## src/rtl/core/mfd_pkg.sv

```systemverilog
// Shared constants, widths and types of the motor feedback decoder.
// No dependencies; every module of the block and the testbench import it.
package mfd_pkg;

   localparam int MOTOR_SLOTS_DEF = 6;
   localparam int HISTORY_LEN_DEF = 8;

   localparam int BYTE_W      = 8;
   localparam int WORD_W      = 16;
   localparam int TEMP_W      = 8;
   localparam int SLOT_PORT_W = 3;
   localparam int SCALE_W     = 24;
   localparam int TURN_SHIFT  = 13;   // 8192 encoder counts per turn
   localparam int POS_W       = 29;
   localparam int ROTOR_W     = 41;
   localparam int SHAFT_W     = 45;
   localparam int SHAFT_SHIFT = 8;
   localparam int ROTOR_MUL_W = 13;

   localparam logic [SCALE_W-1:0]            SHAFT_SCALE_RST = 24'd38394;
   localparam logic signed [ROTOR_MUL_W-1:0] ROTOR_MUL       = 13'sd2880;
   localparam logic signed [WORD_W-1:0]      STEP_UP_LIM     = -16'sd4000;
   localparam logic signed [WORD_W-1:0]      STEP_DN_LIM     = 16'sd4000;

   typedef struct packed {
      logic signed [WORD_W-1:0] encoder;
      logic signed [WORD_W-1:0] speed;
      logic signed [WORD_W-1:0] current;
      logic signed [TEMP_W-1:0] temp;
   } frame_type;

   // Read launch and write commit strobes toward the per-motor stores.
   typedef struct packed {
      logic rd_en;
      logic commit;
   } store_ctl_type;

endpackage

```

## src/rtl/core/mfd_hist_ring.sv

```systemverilog
// Speed history ring memory with per-motor write pointers and fill flags.
// Depends on mfd_pkg.
module mfd_hist_ring
   import mfd_pkg::*;
#(
   parameter int MOTOR_SLOTS = MOTOR_SLOTS_DEF,
   parameter int HISTORY_LEN = HISTORY_LEN_DEF,
   localparam int SLOT_W = (MOTOR_SLOTS > 1) ? $clog2(MOTOR_SLOTS) : 1
) (
   input  logic                     clock,
   input  logic                     reset,
   input  store_ctl_type            ctl,
   input  logic [SLOT_W-1:0]        rd_slot,
   input  logic signed [WORD_W-1:0] speed,
   output logic signed [WORD_W-1:0] old_speed
);

   localparam int PTR_W  = (HISTORY_LEN > 1) ? $clog2(HISTORY_LEN) : 1;
   localparam int DEPTH  = MOTOR_SLOTS * HISTORY_LEN;
   localparam int ADDR_W = (DEPTH > 1) ? $clog2(DEPTH) : 1;

   logic [WORD_W-1:0]      hist_mem_ff [DEPTH];
   logic [PTR_W-1:0]       ptr_ff [MOTOR_SLOTS];
   logic [MOTOR_SLOTS-1:0] full_ff;
   logic [WORD_W-1:0]      rd_data_ff;
   logic [WORD_W-1:0]      byp_data_ff;
   logic [ADDR_W-1:0]      wr_addr_ff;
   logic                   rd_vld_ff;
   logic                   byp_ff;
   logic [PTR_W-1:0]       rd_ptr;
   logic [PTR_W-1:0]       ptr_next;
   logic                   ptr_wrap;
   logic [ADDR_W-1:0]      rd_addr;

   assign rd_ptr   = ptr_ff[rd_slot];
   assign ptr_wrap = (rd_ptr == PTR_W'(HISTORY_LEN - 1));
   assign ptr_next = ptr_wrap ? '0 : rd_ptr + 1'b1;
   assign rd_addr  = ADDR_W'(rd_slot) * ADDR_W'(HISTORY_LEN) + ADDR_W'(rd_ptr);

   always_ff @(posedge clock) begin
      if (ctl.commit) begin
         hist_mem_ff[wr_addr_ff] <= speed;
      end
      if (ctl.rd_en) begin
         rd_data_ff  <= hist_mem_ff[rd_addr];
         byp_data_ff <= speed;
         wr_addr_ff  <= rd_addr;
      end
   end

   // advance the pointer at launch so a following frame sees the next entry
   always_ff @(posedge clock) begin
      if (reset) begin
         for (int i = 0; i < MOTOR_SLOTS; i++) begin
            ptr_ff[i] <= '0;
         end
         full_ff   <= '0;
         rd_vld_ff <= 1'b0;
         byp_ff    <= 1'b0;
      end else if (ctl.rd_en) begin
         ptr_ff[rd_slot] <= ptr_next;
         if (ptr_wrap) begin
            full_ff[rd_slot] <= 1'b1;
         end
         // the entry under the pointer holds data only once the ring wrapped
         rd_vld_ff <= full_ff[rd_slot];
         byp_ff    <= ctl.commit && (wr_addr_ff == rd_addr);
      end
   end

   always_comb begin
      if (byp_ff) begin
         old_speed = byp_data_ff;
      end else if (rd_vld_ff) begin
         old_speed = rd_data_ff;
      end else begin
         old_speed = '0;
      end
   end

endmodule

```

## config.mk

```make
export PLATFORM = sky130hd
export DESIGN_NAME = mfd_hist_ring
export DESIGN_NICKNAME = d
export VERILOG_FILES = /design/src/rtl/core/mfd_pkg.sv /design/src/rtl/core/mfd_hist_ring.sv
export SDC_FILE = /design/constraint.sdc
export NUM_CORES = 1
export LEC_CHECK = 0
export ABC_AREA = 1
export BUFFER_PORTS_ARGS = -buffer_cell sky130_fd_sc_hd__buf_2
export CORE_MARGIN = 5
export CORE_UTILIZATION = 35
export DETAILED_ROUTE_END_ITERATION = 10
export GPL_ROUTABILITY_DRIVEN = 0
export PLACE_DENSITY_LB_ADDON = 0.1
export SLEW_MARGIN = 30
export SYNTH_ARGS = -nofsm -noshare
export SYNTH_HDL_FRONTEND = slang
export SYNTH_SLANG_ARGS = --single-unit
```

## constraint.sdc

```tcl
create_clock -name clock -period 3.8 [get_ports clock]
set_input_delay 0.57 -clock clock [delete_from_list [all_inputs] [get_ports clock]]
set_output_delay 0.57 -clock clock [all_outputs]
set_load 0.005 [all_outputs]
```

## Word-level counts from Yosys, hierarchy flattened

Memory sizes are Yosys's and may differ from the RTL's. A register that Yosys moved wholly into a read port is not among the register bits.
Index checks and enable logic that the tools add are counted.

- Flip-flop bits (word level): 30
- RAM bits: 786
- Bits of input ports: 23
- Output and inout bits: 16
- Word-level logic and storage cells: 35
- Memories kept: 2

Memories:

| memory | words | width | rd ports | clocked after memory_dff | wr ports | RTL line | RTL |
|---|---|---|---|---|---|---|---|
| hist_mem_ff | 48 | 16 | 1 | 1 | 1 | mfd_hist_ring.sv:22 | `logic [WORD_W-1:0] hist_mem_ff [DEPTH];` |
| ptr_ff | 6 | 3 | 1 | 0 | 6 | mfd_hist_ring.sv:23 | `logic [PTR_W-1:0] ptr_ff [MOTOR_SLOTS];` |

- Add/subtract/negate cells: 2
- Order comparisons: 2
- Equal/unequal tests: 2
- Multiplexer cells: 17
- Bitwise gates (word level): 1
- Reductions and logical operators: 4

Operators by type and width:

| cell | count |
|---|---|
| 16-bit 2-to-1 mux | 2 |
| 1-bit 2-to-1 mux | 10 |
| 3-bit 2-to-1 mux | 3 |
| 6-bit by 3-bit adder with 6-bit output | 1 |
| 6-bit equality test | 1 |
| 6-bit bitwise OR | 1 |
| 3-bit by 4-bit < comparator with 1-bit output (second input constant) | 1 |
| 3-bit by 1-bit adder with 3-bit output (second input constant) | 1 |
| 1-bit binary-select mux with 3-bit select | 1 |
| 1-bit demux with 3-bit select | 1 |
| 3-bit equality test (second input constant) | 1 |
| 3-bit by 1-bit >= comparator with 1-bit output (second input constant) | 1 |
| 3-bit OR reduction | 1 |
| 1-bit logical AND | 2 |
| 2-bit AND reduction | 1 |

## Depth between registers and ports, before layout

- Word-level depth: 5
- Depth in mapped cells: 17
- Depth with buffers taken out: 14

## Worst setup path after synthesis

No wires, ideal clock.

- Path type: in2reg
- Start: input ctl[0] (netlist name)
- End: memory hist_mem_ff[32][0] (enable)
- Library setup time: 0.431 ns
- Data arrival time: 2.721 ns
- Data required time: 3.369 ns
- Setup slack: 0.648 ns
- Cell stages on the path: 3
- Buffers on the path: 1
- Cell sequence: clkbuf_1 -> nand4_1 -> nor4_1

- Cells in the longest elaborated chain, start to end: 2

RTL lines:

| item | RTL line | RTL |
|---|---|---|
| start, declared | mfd_hist_ring.sv:12 | `input store_ctl_type ctl,` |
| 1-bit 2-to-1 mux | mfd_hist_ring.sv:41 | `if (ctl.commit) begin` |
| 1-bit 2-to-1 mux (implied by the code) | mfd_hist_ring.sv:42 | `hist_mem_ff[wr_addr_ff] <= speed;` |
| end, declared | mfd_hist_ring.sv:22 |  |

No other way between the ends.

## Worst setup path after layout

- Start: register byp_ff
- End: output old_speed[5]

- Cells in the longest elaborated chain, start to end: 1

RTL lines:

| item | RTL line | RTL |
|---|---|---|
| start, declared | mfd_hist_ring.sv:29 | `logic byp_ff;` |
| start signal, assigned | mfd_hist_ring.sv:67 | `byp_ff <= ctl.commit && (wr_addr_ff == rd_addr);` |
| 16-bit 2-to-1 mux | mfd_hist_ring.sv:72 | `if (byp_ff) begin` |
| end, declared | mfd_hist_ring.sv:15 | `output logic signed [WORD_W-1:0] old_speed` |

No other way between the ends.

==> flow_results.xml <==
<?xml version="1.0" encoding="UTF-8"?>
<metrics>
  <group name="run_status">
    <metric name="outcome" unit="">completed</metric>
  </group>
  <group name="global_routing">
    <metric name="grt-ovfl-total" unit="">0</metric>
    <metric name="grt_util_all_layers" unit="%">20.3</metric>
    <metric name="maximum_number_of_pins_on_one_net_before_global_route_repair" unit="">127</metric>
    <metric name="wire_length_of_the_first_global_routing_pass" unit="microns">168000</metric>
    <metric name="first_global_vias" unit="">24200</metric>
    <metric name="antenna_found_initial" unit="">7</metric>
  </group>
  <group name="route">
    <metric name="firstDrtPassIters" unit="">7</metric>
    <metric name="drt_iter0_drc" unit="">2539</metric>
    <metric name="antenna_left" unit="">0</metric>
    <metric name="drt_via_density" unit="">5.17</metric>
    <metric name="routed-via-count" unit="">25100</metric>
    <metric name="drc" unit="">0</metric>
    <metric name="post_drt_wl_per_cell" unit="microns">23.6</metric>
    <metric name="detail_route.wirelength" unit="microns">115000</metric>
  </group>
  <group name="layout">
    <metric name="postLayoutCellArea" unit="sq um">41300</metric>
    <metric name="design.final.nets" unit="">3421</metric>
    <metric name="areaGrowthSynthToFinish" unit="%">13.3</metric>
    <metric name="finalNonFillerCells" unit="">4852</metric>
    <metric name="final_layout_size_suffix_gt1_share" unit="%">9.12</metric>
  </group>
  <group name="synth">
    <metric name="synth_top_area_cells" unit="">sky130_fd_sc_hd__edfxtp_1 (68%), sky130_fd_sc_hd__nand3_1 (11%), sky130_fd_sc_hd__nand2_1 (11%)</metric>
    <metric name="synth.ff_latch_count" unit="">838</metric>
    <metric name="synth_top_cell_area_share" unit="%">68.4</metric>
    <metric name="syn_area" unit="sq um">36400</metric>
    <metric name="synth.most_common_cell" unit="">sky130_fd_sc_hd__nand2_1</metric>
    <metric name="ys_dominant_reg_cell" unit="">sky130_fd_sc_hd__edfxtp_1</metric>
    <metric name="yosys.cell_types.count" unit="">40</metric>
    <metric name="synth_top_area_cell" unit="">sky130_fd_sc_hd__edfxtp_1</metric>
    <metric name="net_count_after_synthesis" unit="">3384</metric>
    <metric name="synthesis.yosys.warnings" unit="">0</metric>
    <metric name="syn-mean-instance-area" unit="sq um">10.9</metric>
    <metric name="ys_seq_area_share" unit="%">68.8</metric>
    <metric name="async_flop_share" unit="%">0</metric>
    <metric name="synth_commonest_cells" unit="">sky130_fd_sc_hd__nand2_1 (1031), sky130_fd_sc_hd__edfxtp_1 (830), sky130_fd_sc_hd__nand3_1 (813), sky130_fd_sc_hd__inv_1 (266), sky130_fd_sc_hd__buf_2 (120)</metric>
    <metric name="count_of_flip_flops_with_a_built_in_enable_after_synthesis" unit="">830</metric>
    <metric name="netlist_instances" unit="">3359</metric>
  </group>
  <group name="worst_setup_path">
    <metric name="crit_fanout" unit="">17</metric>
    <metric name="worstPathArrival" unit="ps">2660</metric>
    <metric name="critPathKind" unit="">reg -&gt; out</metric>
    <metric name="critical_path.startpoint_type" unit="">flop</metric>
    <metric name="endpoint_kind" unit="">primary output</metric>
    <metric name="worstPathRequired" unit="ps">3230</metric>
  </group>
  <group name="pwr">
    <metric name="switchingPower" unit="W">0.00547</metric>
    <metric name="p_comb_share" unit="%">11.2</metric>
    <metric name="total_leakage_power" unit="nW">16.1</metric>
    <metric name="powerDensity" unit="nW/um^2">517</metric>
    <metric name="vdd_ir_drop_max" unit="uV">347</metric>
    <metric name="clock_power_share" unit="%">40.4</metric>
    <metric name="sequential_power_share" unit="%">48.4</metric>
    <metric name="intPower" unit="W">0.0159</metric>
    <metric name="switching_share" unit="%">25.6</metric>
  </group>
  <group name="floorplan">
    <metric name="io_pins" unit="">39</metric>
    <metric name="floorplan.initialDensity" unit="%">35.2</metric>
    <metric name="die_area" unit="sq um">111000</metric>
    <metric name="die-height" unit="microns">333</metric>
    <metric name="rows" unit="">118</metric>
    <metric name="chipWidth" unit="microns">333</metric>
    <metric name="std_cell_core_area" unit="sq um">103000</metric>
  </group>
  <group name="place">
    <metric name="placement.io_buffers" unit="">38</metric>
    <metric name="placed_cell_area" unit="sq um">38300</metric>
    <metric name="hpwlAfterDp" unit="microns">65500</metric>
    <metric name="number_of_cells_after_detailed_placement" unit="">4677</metric>
  </group>
  <group name="sta">
    <metric name="fin_hold_ws" unit="ps">271</metric>
    <metric name="layout_min_cycle_time" unit="ps">3230</metric>
    <metric name="setup_violations" unit="">0</metric>
    <metric name="final.setup_skew" unit="ps">22.2</metric>
    <metric name="timing.final.hold_violations" unit="">0</metric>
    <metric name="maxSlewViolCount" unit="">0</metric>
    <metric name="period_share" unit="%">85.1</metric>
    <metric name="rsz0062_at_grt" unit="">no</metric>
    <metric name="worst-slew-pin-transition" unit="ps">964</metric>
    <metric name="timing.fmax" unit="MHz">309</metric>
    <metric name="timing.slew.headroom" unit="%">35.7</metric>
  </group>
  <group name="clock_network">
    <metric name="clock_sink_count" unit="">838</metric>
    <metric name="tritoncts" unit="">yes</metric>
    <metric name="cts_made_buffers" unit="">95</metric>
    <metric name="cts.reportedPaths.clkPinSlew" unit="ps">60</metric>
    <metric name="clock_tree_root" unit="">sky130_fd_sc_hd__clkbuf_16</metric>
    <metric name="cts-root-to-sink-buffers" unit="">3</metric>
    <metric name="cts.hold.buffers_added" unit="">0</metric>
    <metric name="cts-htree-levels" unit="">3</metric>
    <metric name="insertion_delay" unit="ps">670</metric>
    <metric name="cts.repair.resized" unit="">0</metric>
    <metric name="postCtsSetupRepairBufs" unit="">0</metric>
  </group>
  <group name="worst_hold_path">
    <metric name="worst_hold_path_type" unit="">in -&gt; reg</metric>
  </group>
  <group name="job">
    <metric name="maxCapViolCount" unit="">0</metric>
  </group>
</metrics>
-- area by class of cell --
cell class,count,area [sq um]
antenna,7,17.5
inverter,274,1050
tap,1380,1730
sequential,838,25100
timing repair buffer,161,1420
clock buffer,121,2540
clock inverter,45,328
multi-input combinational,2026,9120
fill,9918,62200
-- through the flow --
stage / utilization, % / power, W / worst slack (ps) / setup TNS (ps)
finish: 39.9 / 0.0213 / 565 / 0
global route: 39.9 / 0.0221 / 438 / 0
CTS: 39.8 / 0.0216 / 562 / 0
detailed placement: 37.1 / 0.0129 / -87.9 / -123
global placement: 37.0 / 0.0129 / -34.6 / -105
floorplan: - / 0.0119 / 648 / 0
-- path summary, 6_finish.rpt --
path / slack (ps) / start / depth (start not counted) / endpoint
setup / recovery: 570 / byp_ff / 5 / old_speed[5]
hold / removal: 270 / reset / 2 / full_ff[4]
setup reg to reg: 850 / ptr_ff[2][2] / 12 / rd_data_ff[15]
hold reg to reg: 470 / full_ff[3] / 2 / full_ff[3]
-- cell usage in the layout (no fill, tap or decap), drive strengths merged, types with 7 or more instances in the layout --
master / count
buf: 161
clkbuf: 121
clkinv: 38
dfxtp: 8
diode: 7
edfxtp: 830
inv: 274
nand2: 1035
nand3: 814
nand3b: 48
nand4: 10
nor2: 78
nor4: 7
-- sequential cells by signal, indices dropped and copies added (netlist names) --
name and count:
hist_mem_ff 768, wr_addr_ff 6, ptr_ff 24, byp_data_ff 16
rd_vld_ff 1, full_ff 6, rd_data_ff 16, byp_ff 1
-- power by group through the flow --
stage	clock (W)	sequential, W	combinational (W)
floorplan	0	0.0105	0.00143
global placement	0	0.0105	0.00239
detailed placement	0	0.0105	0.00239
CTS	0.00884	0.0103	0.00240
global route	0.00920	0.0103	0.00261
finish	0.00862	0.0103	0.00238
-- routing by layer --
layer | share of wire (%) | vias to the layer above | GRT usage (%)
met5 | 0.018 | - | 0
met4 | 2.5 | 4 | 5.36
met3 | 7.6 | 156 | 3.93
met2 | 45 | 858 | 31.1
met1 | 45 | 12500 | 29.7
li1 | - | 11600 | -
-- critical path, stage by stage (launching register included) --
cell and delay, ps:
sky130_fd_sc_hd__dfxtp_1 300, sky130_fd_sc_hd__buf_4 270, sky130_fd_sc_hd__clkinv_1 610, sky130_fd_sc_hd__nand3_1 570, sky130_fd_sc_hd__nand2_1 90, sky130_fd_sc_hd__buf_2 140
-- cell families after synthesis --
family | count (synthesis) | share of synthesized area, %
AND/OR/NAND/NOR | 2000 | 24.2
flip-flops | 838 | 68.8
buffers and inverters | 495 | 6.44
AO/OA/AOI/OAI | 22 | 0.446
XOR/XNOR | 2 | 0.0481
adder cells (fa/ha/maj) | 2 | 0.0686
Power figures use the tool's default switching activity.
