==> src/rtl/core/mfd_pkg.sv <==
// Shared constants, widths and types of the motor feedback decoder.
// No dependencies; every module of the block and the testbench import it.
package mfd_pkg;

   localparam int MOTOR_SLOTS_DEF = 6;
   localparam int HISTORY_LEN_DEF = 8;

   localparam int BYTE_W      = 8;
   localparam int WORD_W      = 16;
   localparam int TEMP_W      = 8;
   localparam int SLOT_PORT_W = 3;
   localparam int SCALE_W     = 24;
   localparam int TURN_SHIFT  = 13;   // 8192 encoder counts per turn
   localparam int POS_W       = 29;
   localparam int ROTOR_W     = 41;
   localparam int SHAFT_W     = 45;
   localparam int SHAFT_SHIFT = 8;
   localparam int ROTOR_MUL_W = 13;

   localparam logic [SCALE_W-1:0]            SHAFT_SCALE_RST = 24'd38394;
   localparam logic signed [ROTOR_MUL_W-1:0] ROTOR_MUL       = 13'sd2880;
   localparam logic signed [WORD_W-1:0]      STEP_UP_LIM     = -16'sd4000;
   localparam logic signed [WORD_W-1:0]      STEP_DN_LIM     = 16'sd4000;

   typedef struct packed {
      logic signed [WORD_W-1:0] encoder;
      logic signed [WORD_W-1:0] speed;
      logic signed [WORD_W-1:0] current;
      logic signed [TEMP_W-1:0] temp;
   } frame_type;

   // Read launch and write commit strobes toward the per-motor stores.
   typedef struct packed {
      logic rd_en;
      logic commit;
   } store_ctl_type;

endpackage

==> src/rtl/core/mfd_slot_store.sv <==
// Per-motor state memory (last encoder, turn count, speed sum) with its update logic.
// Depends on mfd_pkg.
module mfd_slot_store
   import mfd_pkg::*;
#(
   parameter int MOTOR_SLOTS = MOTOR_SLOTS_DEF,
   parameter int HISTORY_LEN = HISTORY_LEN_DEF,
   localparam int SLOT_W = (MOTOR_SLOTS > 1) ? $clog2(MOTOR_SLOTS) : 1,
   localparam int SUM_W  = WORD_W + $clog2(HISTORY_LEN)
) (
   input  logic                     clock,
   input  logic                     reset,
   input  store_ctl_type            ctl,
   input  logic [SLOT_W-1:0]        rd_slot,
   input  logic [SLOT_W-1:0]        wr_slot,
   input  logic signed [WORD_W-1:0] encoder,
   input  logic signed [WORD_W-1:0] speed,
   input  logic signed [WORD_W-1:0] old_speed,
   output logic [WORD_W-1:0]        turns_new,
   output logic signed [SUM_W-1:0]  sum_new
);

   typedef struct packed {
      logic [WORD_W-1:0]        last_enc;
      logic [WORD_W-1:0]        turns;
      logic signed [SUM_W-1:0]  sum;
   } slot_word_type;

   slot_word_type            slot_mem_ff [MOTOR_SLOTS];
   slot_word_type            rd_data_ff;
   slot_word_type            byp_data_ff;
   slot_word_type            cur;
   slot_word_type            wr_data;
   logic [MOTOR_SLOTS-1:0]   vld_ff;
   logic [MOTOR_SLOTS-1:0]   vld_in;
   logic                     rd_vld_ff;
   logic                     byp_ff;
   logic signed [WORD_W-1:0] step;

   // memory: write at commit, registered read at launch
   always_ff @(posedge clock) begin
      if (ctl.commit) begin
         slot_mem_ff[wr_slot] <= wr_data;
      end
      if (ctl.rd_en) begin
         rd_data_ff  <= slot_mem_ff[rd_slot];
         byp_data_ff <= wr_data;
      end
   end

   always_comb begin
      vld_in = vld_ff;
      if (ctl.commit) begin
         vld_in[wr_slot] = 1'b1;
      end
   end

   always_ff @(posedge clock) begin
      if (reset) begin
         vld_ff    <= '0;
         rd_vld_ff <= 1'b0;
         byp_ff    <= 1'b0;
      end else begin
         vld_ff <= vld_in;
         if (ctl.rd_en) begin
            rd_vld_ff <= vld_ff[rd_slot];
            // forward the word written on the same edge
            byp_ff    <= ctl.commit && (wr_slot == rd_slot);
         end
      end
   end

   always_comb begin
      if (byp_ff) begin
         cur = byp_data_ff;
      end else if (rd_vld_ff) begin
         cur = rd_data_ff;
      end else begin
         cur = '0;
      end
      step             = encoder - cur.last_enc;
      wr_data.last_enc = encoder;
      if (step < STEP_UP_LIM) begin
         wr_data.turns = cur.turns + 16'd1;
      end else if (step > STEP_DN_LIM) begin
         wr_data.turns = cur.turns - 16'd1;
      end else begin
         wr_data.turns = cur.turns;
      end
      wr_data.sum = cur.sum + SUM_W'(speed) - SUM_W'(old_speed);
   end

   assign turns_new = wr_data.turns;
   assign sum_new   = wr_data.sum;

endmodule

==> config.mk <==
export PLATFORM = sky130hd
export DESIGN_NAME = mfd_slot_store
export DESIGN_NICKNAME = d
export VERILOG_FILES = /design/src/rtl/core/mfd_pkg.sv /design/src/rtl/core/mfd_slot_store.sv
export SDC_FILE = /design/constraint.sdc
export NUM_CORES = 1
export LEC_CHECK = 0
export ABC_AREA = 1
export BUFFER_PORTS_ARGS = -buffer_cell sky130_fd_sc_hd__buf_4
export CAP_MARGIN = 5
export CORE_MARGIN = 2
export CORE_UTILIZATION = 25
export DETAILED_ROUTE_END_ITERATION = 7
export GPL_TIMING_DRIVEN = 1
export PLACE_DENSITY_LB_ADDON = 0.2
export SYNTH_ARGS = -nofsm -noshare
export SYNTH_HDL_FRONTEND = slang
export SYNTH_SLANG_ARGS = --single-unit
==> constraint.sdc <==
create_clock -name clock -period 3.9 [get_ports clock]
set_input_delay 0.195 -clock clock [delete_from_list [all_inputs] [get_ports clock]]
set_output_delay 0.195 -clock clock [all_outputs]
set_load 0.02 [all_outputs]
After elaboration in Yosys (flattened, before gate mapping)
Memories as Yosys holds them, arrays and structs flattened. A register that Yosys moved wholly into a read port is not among the register bits.
Index checks and enable logic that the tools add are counted.
{ "word_totals": {"ff_bits": 59, "ramBits": 306, "output_inout_bits": 35, "n_memories": 1} }
{ "op_classes": {"n_addsub": 5, "n_lt_le_gt_ge": 5, "eq_ne": 1, "mux": 10, "n_bitwise": 1, "reduce_logical": 2} }
{ "mem_list": {"columns": ["name", "words", "width", "read_ports", "rd_clocked_by_memory_dff", "write_ports", "line", "rtl"], "rows": [
  ["slot_mem_ff", 6, 51, 1, 1, 1, "mfd_slot_store.sv:29", "slot_word_type slot_mem_ff [MOTOR_SLOTS];"]
]} }
{ "op_table": {"columns": ["cell", "count"], "rows": [
  ["2-to-1 mux 51 bit", 2],
  ["2-to-1 mux 16 bit", 2],
  ["adder 19 x 16 -> 19 bit", 1],
  ["subtractor 19 x 16 -> 19 bit", 1],
  ["adder 16 x 1 -> 16 bit, second input constant", 1],
  ["greater-than comparator 16 x 13 -> 1 bit, second input constant", 1],
  ["< comparator 16 x 13 -> 1 bit, second input constant", 1],
  ["subtractor 16 x 1 -> 16 bit, second input constant", 1],
  ["subtractor 16 bit", 1],
  ["< comparator 3 x 4 -> 1 bit, second input constant", 2],
  ["OR 6 bit", 1],
  ["2-to-1 mux 1 bit", 4],
  ["binary-select mux 1 bit (select 3 bit)", 1],
  ["demux 1 bit (select 3 bit)", 1],
  ["== test 3 bit", 1],
  ["greater-or-equal comparator 3 x 1 -> 1 bit, second input constant", 1],
  ["logical AND 1 bit", 2]
]} }

Logic depth before layout (Yosys ltp)
Gate-level depths: netlist (run 1).
{ "logic_depth": {"ltp_word": 6, "depth_mapped": 24, "mapped_depth_nobuf": 22} }

Least setup slack after synthesis (run 1)
OpenSTA, ideal clock, no wires.
{ "synth_path": {"path_kind": "register -> register", "start": "register byp_ff", "end": "register byp_data_ff[14] in the netlist's numbering, data pin", "setup_time_ns": 0.297, "t_arrival_ns": 3.545, "setup_slack_ns": 0.058, "stages_incl_launch_ff": 15, "cell_sequence": "dfxtp_1 buf_6 clkbuf_1 clkbuf_1 a22oi_1 fa_1 inv_1 ha_1 nand2_1 o21ai_0 a21oi_1 o21ai_0 a21oi_1 o21ai_0 xor2_1"} }
{ "synth_via": {"elab_chain_cells": 3} }
{ "synth_rtl": {"columns": ["element", "line", "rtl"], "rows": [
  ["from (decl)", "mfd_slot_store.sv:37", "logic byp_ff;"],
  ["from (signal assigned)", "mfd_slot_store.sv:68", "byp_ff <= ctl.commit && (wr_slot == rd_slot);"],
  ["2-to-1 mux 51 bit", "mfd_slot_store.sv:74", "if (byp_ff) begin"],
  ["adder 19 x 16 -> 19 bit", "mfd_slot_store.sv:90", "wr_data.sum = cur.sum + SUM_W'(speed) - SUM_W'(old_speed);"],
  ["subtractor 19 x 16 -> 19 bit", "mfd_slot_store.sv:90", null],
  ["net sum_new[14]", "mfd_slot_store.sv:20", "output logic signed [SUM_W-1:0] sum_new"],
  ["to (signal assigned)", "mfd_slot_store.sv:47", "byp_data_ff <= wr_data;"],
  ["to (decl)", "mfd_slot_store.sv:31", "slot_word_type byp_data_ff;"]
]} }
The timed path passes the listed nets, and every way through them passes these cells.
A chain may end at the register's enable or synchronous reset.

Final worst setup path (run 1)
{ "layout_path": {"start": "register byp_ff", "end": "output port sum_new[15]"} }
{ "layout_via": {"elab_chain_cells": 3} }
{ "layout_rtl": {"columns": ["element", "line"], "rows": [
  ["2-to-1 mux 51 bit", "mfd_slot_store.sv:74"],
  ["adder 19 x 16 -> 19 bit", "mfd_slot_store.sv:90"],
  ["subtractor 19 x 16 -> 19 bit", "mfd_slot_store.sv:90"],
  ["to (decl)", "mfd_slot_store.sv:20"]
]} }
No other way between the ends.

==> reports/metrics.cfg, run 1 <==
[yosys]
yosysWarningCount = 0
syn_nets = 1742
netlist_instances = 1628
synth_cell_types = 49
syn_area_um2 = 19000
avgSynthCellArea_um2 = 11.7
ys_seq_area_share_pct = 65.3
ys_seq_elements = 416

[power_and_ir_drop]
ir_drop_mv = 0.286
leakage_nw = 9.19
p_per_area_nw_per_um2 = 531

[drt]
routed_wl_um = 51600
dr.pass1.iters = 5
avgViaCountPerCell = 4.62
wl_per_cell_um = 18.0
drc = 0
vias = 13209
drt_iter0_drc = 768
antenna_left = 0

[global_routing]
grt_overflow_total = 0
grt_pass1_wl_um = 79100
antenna_found_initial = 1
grt_usage_pct = 13.1
grt_pass1_vias = 13194
grt_max_degree = 83

[worst_hold_path]
hold_path.class = input pin to flip-flop

[timing]
hold_ws_ns = 0.0229
hold_viol = 0
setup_viol = 0
slew_violations = 0
relSlewSlack_pct = 33.3
finalCriticalPeriod_ns = 3.88
rsz0062_at_grt = yes
max_freq_mhz = 258
skew_ns = 0.0317
worst_pin_slew_ns = 1.00
period_share_pct = 99.6
setup_tns_ns = 0

[place]
place.detailed.hpwl_um = 30600
io_buffers = 92
gp_congestion = 0.847
placed_cell_area_um2 = 21100
dp.cells = 2680

[cells_and_area]
area_growth_pct = 31.0
drive_gt1_share_pct = 29.7
diodes = 0
final_area_um2 = 24900
num-fill-cells = 7553
final_util_pct = 32.9
stdcell_count = 2860
nNetsFinal = 1963

[worst_setup_path]
required_ns = 3.70
crit_path_start_kind = flip-flop
crit_path_max_fanout = 5
worstSetupPathType = flip-flop to output pin
path_buf_inv = 6
arrival_ns = 3.69
crit_slowest_cell = fa_1
end_kind = output pin
cp_cell_sequence = nor2_8, buf_6, buf_4, buf_4, a22oi_2, fa_1, inv_2, ha_4, a21oi_2, nand2_1, a21oi_4, o21ai_4, a21oi_4, o21ai_2, xor2_1, buf_4, buf_4
cpMostUsedCell = buf_4
cpLargestDelayFamily = compound AO/OA/AOI/OAI gates
crit_path_max_incr_delay_ns = 0.46

[floorplanning]
fp.dieW_um = 280
core_um2 = 75600
row_count = 101
die-area_um2 = 78200
die_h_um = 280
io_pins = 93
start_util_pct = 25.1

[clock_network]
cts_buffers = 45
clkLatencyLatePin_ns = 0.58
h-tree-depth = 2
path_clk_slew_ns = 0.06
cts_buffer_depth = 3
cts-root-buf = clkbuf_16
cts_tree = built
cts.sinks = 416

[flow_run]
drv_cap = 0

[outcome]
outcome = finished, final reports clean

-- through the flow --
step	power, W	worst slack, ns
after floorplan	0.00725	0.0579
after global placement	0.00837	0.153
after detailed placement	0.00839	0.146
after CTS	0.0129	-0.0297
after global routing	0.0138	-0.158
final	0.0132	0.0169
-- tightest hold or removal path: stages --
cell	delay (ns)
buf_4	0.11
nand2_1	0.05
nand4_1	0.13
a21oi_1	0.08
-- registers in the layout, indices dropped and copies added, names as in the netlist --
register	flops
slot_mem_ff	306
byp_data_ff	51
rd_data_ff	51
vld_ff	6
byp_ff	1
rd_vld_ff	1
-- power breakdown --
group          leakage [nW]  switching, W  internal [W]
logic                  4.67       0.00212       0.00145
clock network         0.650       0.00173       0.00224
registers              3.87     0.0000883       0.00557
-- per-layer routing --
| metal | GRT usage (%) | part of all wire, % | vias up |
|---|---|---|---|
| met5 | 0 | 0.025 | - |
| met4 | 3.55 | 2.1 | 2 |
| met1 | 17.8 | 47 | 6635 |
| met3 | 2.23 | 3.7 | 82 |
| met2 | 21.5 | 47 | 227 |
| li1 | - | - | 6263 |
-- repair_timing --
| action | 4_1_cts | 5_1_grt |
|---|---|---|
| buffers inserted | 46 | 35 |
| cloned | 3 | 0 |
| hold buffers | 18 | 0 |
| hold endpoints to repair | 120 | 0 |
| gates resized for setup | 171 | 191 |
| pin swaps | 62 | 104 |
| endpoints found under the setup margin | 25 | 25 |
-- kinds of logic (layout without fill, tap and decap cells) --
group / after synthesis / count (layout) / share of synthesized area, %
AND/OR/NAND/NOR: 623 / 625 / 13.9
flip-flops: 416 / 416 / 65.3
AO/OA/AOI/OAI: 298 / 298 / 10.3
buffers and inverters: 202 / 454 / 4.25
adder cells (fa/ha/maj): 56 / 56 / 4.44
XOR/XNOR: 33 / 33 / 1.72
-- final cells by class --
| class | instances | area [µm²] | share of cell area [%] |
|---|---|---|---|
| Timing Repair Buffer | 241 | 2190 | 8.78 |
| Clock inverter | 20 | 154 | 0.618 |
| Multi-Input combinational cell | 1012 | 7180 | 28.9 |
| Sequential cell | 416 | 12400 | 49.9 |
| Timing Repair inverter | 1 | 6.26 | 0.0251 |
| Inverter | 132 | 513 | 2.06 |
| Clock buffer | 60 | 1200 | 4.84 |
| Tap cell | 978 | 1220 | 4.92 |
-- Yosys cell counts, drive strengths merged --
| library cell | n | share of area, % |
|---|---|---|
| buf | 16 | 0.55 |
| xor2 | 19 | 0.97 |
| nand3b | 4 | 0.24 |
| a31oi | 3 | 0.099 |
| clkbuf | 54 | 1.1 |
| nor3b | 2 | 0.11 |
| fa | 19 | 2.0 |
| a32o | 51 | 2.7 |
| xnor2 | 14 | 0.74 |
| nor3 | 14 | 0.45 |
| and2 | 3 | 0.099 |
| ha | 37 | 2.4 |
| o31ai | 3 | 0.12 |
| o2111ai | 1 | 0.046 |
| a22oi | 31 | 1.3 |
| nor2 | 109 | 2.3 |
| a21oi | 82 | 2.3 |
| or2 | 1 | 0.033 |
| nand2 | 408 | 8.3 |
| o22ai | 52 | 1.7 |
| a211oi | 1 | 0.040 |
| nand4 | 13 | 0.43 |
| o21ai | 67 | 1.8 |
| nand3 | 67 | 1.9 |
| dfxtp | 8 | 0.84 |
| edfxtp | 408 | 64 |
| nor4 | 2 | 0.066 |
| inv | 131 | 2.6 |
| clkinv | 1 | 0.020 |
| a22o | 7 | 0.32 |
-- layout by cell type (no fill, tap or decap), drive strengths merged, types with 37 or more instances in the layout --
cell type    n
o21ai       67
a21oi       82
edfxtp     408
buf        223
ha          37
nor2       109
a32o        51
nand3       67
clkbuf      60
nand2      410
inv        133
o22ai       52
-- path summary, 6_finish.rpt --
check,endpoint,cells after the start,start,slack [ns]
max,sum_new[15],17,byp_ff$_SDFFE_PP0P_,0.02
min,byp_ff$_SDFFE_PP0P_,4,wr_slot[1],0.02
max reg2reg,byp_data_ff[33]$_DFFE_PP_,23,byp_ff$_SDFFE_PP0P_,0.32
min reg2reg,vld_ff[2]$_SDFFE_PP0P_,2,vld_ff[2]$_SDFFE_PP0P_,0.48
Power figures use the tool's default switching activity.
==> run 2, diff against run 1 <==
Settings changed: ABC_AREA 1 to unset.
==> reports/metrics.cfg, run 2 <==
[outcome]
outcome = finished, violations left
violations = negative setup slack

[power_and_ir_drop]
ir_drop_mv = 0.307
p_sw_w = 0.00321
p_per_area_nw_per_um2 = 519
p_sw_share_pct = 26.2
power_frac_seq_pct = 45.0
clkPwrFrac_pct = 33.8
internal_power_w = 0.00904
power_w = 0.0123
leakage_nw = 8.35
combPwrFrac_pct = 21.3

[worst_setup_path]
worstRegToRegCells = 19
path_buf_inv = 5
cp_cell_sequence = nor2b_4, a22o_1, ha_2, inv_2, fa_2, a21o_1, a221oi_4, o21ai_1, a21oi_1, xor2_1, buf_4, nor4bb_4, a311oi_4, buf_6, a21oi_4, buf_6, nor2_4, o32ai_4, buf_6
crit_path_max_fanout = 4
cp-endpoint = turns_new[1]
crit_slowest_cell = dfxtp_4
r2r-end = byp_data_ff[22]$_DFFE_PP_
arrival_ns = 4.39
cpMostUsedCell = buf_6
crit_path_start_kind = flip-flop
startpoint = byp_ff$_SDFFE_PP0P_
required_ns = 3.70
timing.rr.start = byp_ff$_SDFFE_PP0P_
cpLargestDelayFamily = compound AO/OA/AOI/OAI gates
r2r_slack_ns = -0.30
end_kind = output pin
worstSetupPathType = flip-flop to output pin
path_depth = 19
crit_path_max_incr_delay_ns = 0.36

[yosys]
syn_nets = 1220
netlist_instances = 1106
yosysMostFrequentCell = edfxtp_1
avgSynthCellArea_um2 = 16.2
ys_seq_area_share_pct = 69.2
synth_edf_count = 408
yosys.area.top_type_share_pct = 68.3
syn_area_um2 = 17900
yosysWarningCount = 0
yosys-top-cells-count = 408 x edfxtp_1, 99 x nor2_1, 70 x a21oi_1
ys_seq_elements = 416
synthFlopType = edfxtp_1
async_flop_share_pct = 0
synth_cell_types = 61
synth_top_cell_by_area = edfxtp_1
ys_top_cells_by_area = edfxtp_1 68%, mux4_2 6.5%, mux2i_1 3.0%

[timing]
worst_pin_slew_ns = 1.05
skew_ns = 0.0168
period_share_pct = 118
setup_tns_ns = -24.47
hold_viol = 0
hold_ws_ns = 0.0648
rsz0062_at_grt = yes
setup_viol = 135
relSlewSlack_pct = 30.0
fin_ws_ns = -0.688
slew_violations = 0
finalCriticalPeriod_ns = 4.59
max_freq_mhz = 218

[clock_network]
cts.sinks = 416
cts_buffer_depth = 3
cts_buffers = 46
clkLatencyLatePin_ns = 0.58
cts-root-buf = clkbuf_16
h-tree-depth = 2
cts_tree = built
path_clk_slew_ns = 0.06

[place]
pre_cts_ws_ns = -0.280
gp_congestion = 0.737
io_buffers = 92
place.detailed.hpwl_um = 26500

[floorplanning]
fp.dieW_um = 272
die-area_um2 = 73900
die_h_um = 272
core_um2 = 71200
row_count = 98
start_util_pct = 25.2
io_pins = 93

[global_routing]
grt_max_degree = 62
grt_pass1_vias = 11155
grt_usage_pct = 12.1
grt_overflow_total = 0
antenna_found_initial = 1
grt_pass1_wl_um = 68700

[cells_and_area]
top_register = slot_mem_ff
drive_gt1_share_pct = 32.1
reg.largest.list = slot_mem_ff x306, byp_data_ff x51, rd_data_ff x51
final_util_pct = 33.1
area_growth_pct = 31.5
layout.cells.most_common = edfxtp_1
nNetsFinal = 1475
final_cell_mix = 408 x edfxtp_1, 170 x buf_4, 91 x nor2_1
largest_register_ffs = 306
diodes = 0

[drt]
vias = 10424
avgViaCountPerCell = 4.45
routed_wl_um = 44400
drt_iter0_drc = 586
drc = 0
wl_per_cell_um = 19.0
wl_met3_um = 1700
wl_met1_um = 20900
highest_layer = met5
dr.pass1.iters = 5
wl_met2_um = 21000
antenna_left = 0

[worst_hold_path]
hold_path.class = input pin to flip-flop

[flow_run]
drv_cap = 0

[run 2: cell types whose count changed after synthesis, moves of 21 or more]
cell      previous run  this run
clkbuf_1            54        29
mux4_2               0        52
xnor2_1             13        34
nand2_1            394        21
mux2i_1              0        53
a32o_1              51         1
inv_1              124        57
o22ai_1             52         0
o21ai_0             67        16
nand3_1             62        10
[run 2: worst min path at each step]
stage / start / end / slack [ns] / cells after the start
floorplan: ctl[1] / rd_vld_ff$_SDFFE_PP0P_ / 0.28 / 1
CTS: speed[0] / byp_data_ff[0]$_DFFE_PP_ / 0.05 / 2
detailed placement: reset / byp_ff$_SDFFE_PP0P_ / 0.44 / 2
finish: speed[0] / byp_data_ff[0]$_DFFE_PP_ / 0.06 / 2
global route: speed[0] / slot_mem_ff[3][0]$_DFFE_PP_ / 0.06 / 2
global placement: reset / byp_ff$_SDFFE_PP0P_ / 0.44 / 2
[run 2: final cells by class]
class                           instances  area, µm²
Clock inverter                         23        223
Fill cell                            6868      47600
Tap cell                              950       1190
Sequential cell                       416      12400
Multi-Input combinational cell        589       6130
Timing Repair Buffer                  251       2240
Clock buffer                           58       1200
Inverter                               57        214
[run 2: worst reg2reg max path: stages (launching register included)]
cell	delay (ns)
dfxtp_4	0.36
nor2b_4	0.14
a22o_1	0.15
ha_2	0.18
inv_2	0.04
fa_2	0.33
a21o_1	0.20
a221oi_4	0.29
a31oi_2	0.15
a211o_1	0.30
o31a_1	0.28
xor2_2	0.18
a311oi_4	0.28
buf_6	0.17
a211oi_4	0.08
a32oi_2	0.30
xor2_4	0.14
buf_4	0.17
buf_6	0.10
buf_6	0.12
[run 2: kinds of logic after synthesis]
group | synth area share [%]
multiplexers | 9.48
adder cells (fa/ha/maj) | 4.70
AND/OR/NAND/NOR | 4.72
XOR/XNOR | 2.34
flip-flops | 69.2
AO/OA/AOI/OAI | 7.45
buffers and inverters | 2.13
[run 2: metrics by stage]
| stage | instances | area, µm² |
|---|---|---|
| finish | 2344 | 23600 |
| global route | 2344 | 23600 |
| CTS | 2337 | 23500 |
| floorplan | 1106 | 18700 |
| global placement | 2209 | 21300 |
| detailed placement | 2209 | 21300 |
[run 2: timing repair]
| item | CTS | global route |
|---|---|---|
| hold buffers | 18 | 0 |
| hold endpoints to repair | 120 | 0 |
| resized for setup | 89 | 18 |
| setup endpoints to repair | 161 | 169 |
| pin swaps | 40 | 21 |
| gates cloned | 0 | 0 |
| setup buffers | 32 | 11 |
[run 2: power by group through the flow]
stage	combinational, W	clock [W]	sequential [W]
after floorplan	0.00134	0	0.00558
after global placement	0.00229	0	0.00559
after detailed placement	0.00232	0	0.00560
after CTS	0.00261	0.00427	0.00551
after global routing	0.00284	0.00443	0.00553
final	0.00261	0.00413	0.00551
[run 2: per-layer routing]
metal / vias up / global-route usage, %
li1: 4805 / -
met1: 5388 / 16.7
met2: 173 / 19.8
met3: 56 / 2.10
met4: 2 / 2.99
met5: - / 0
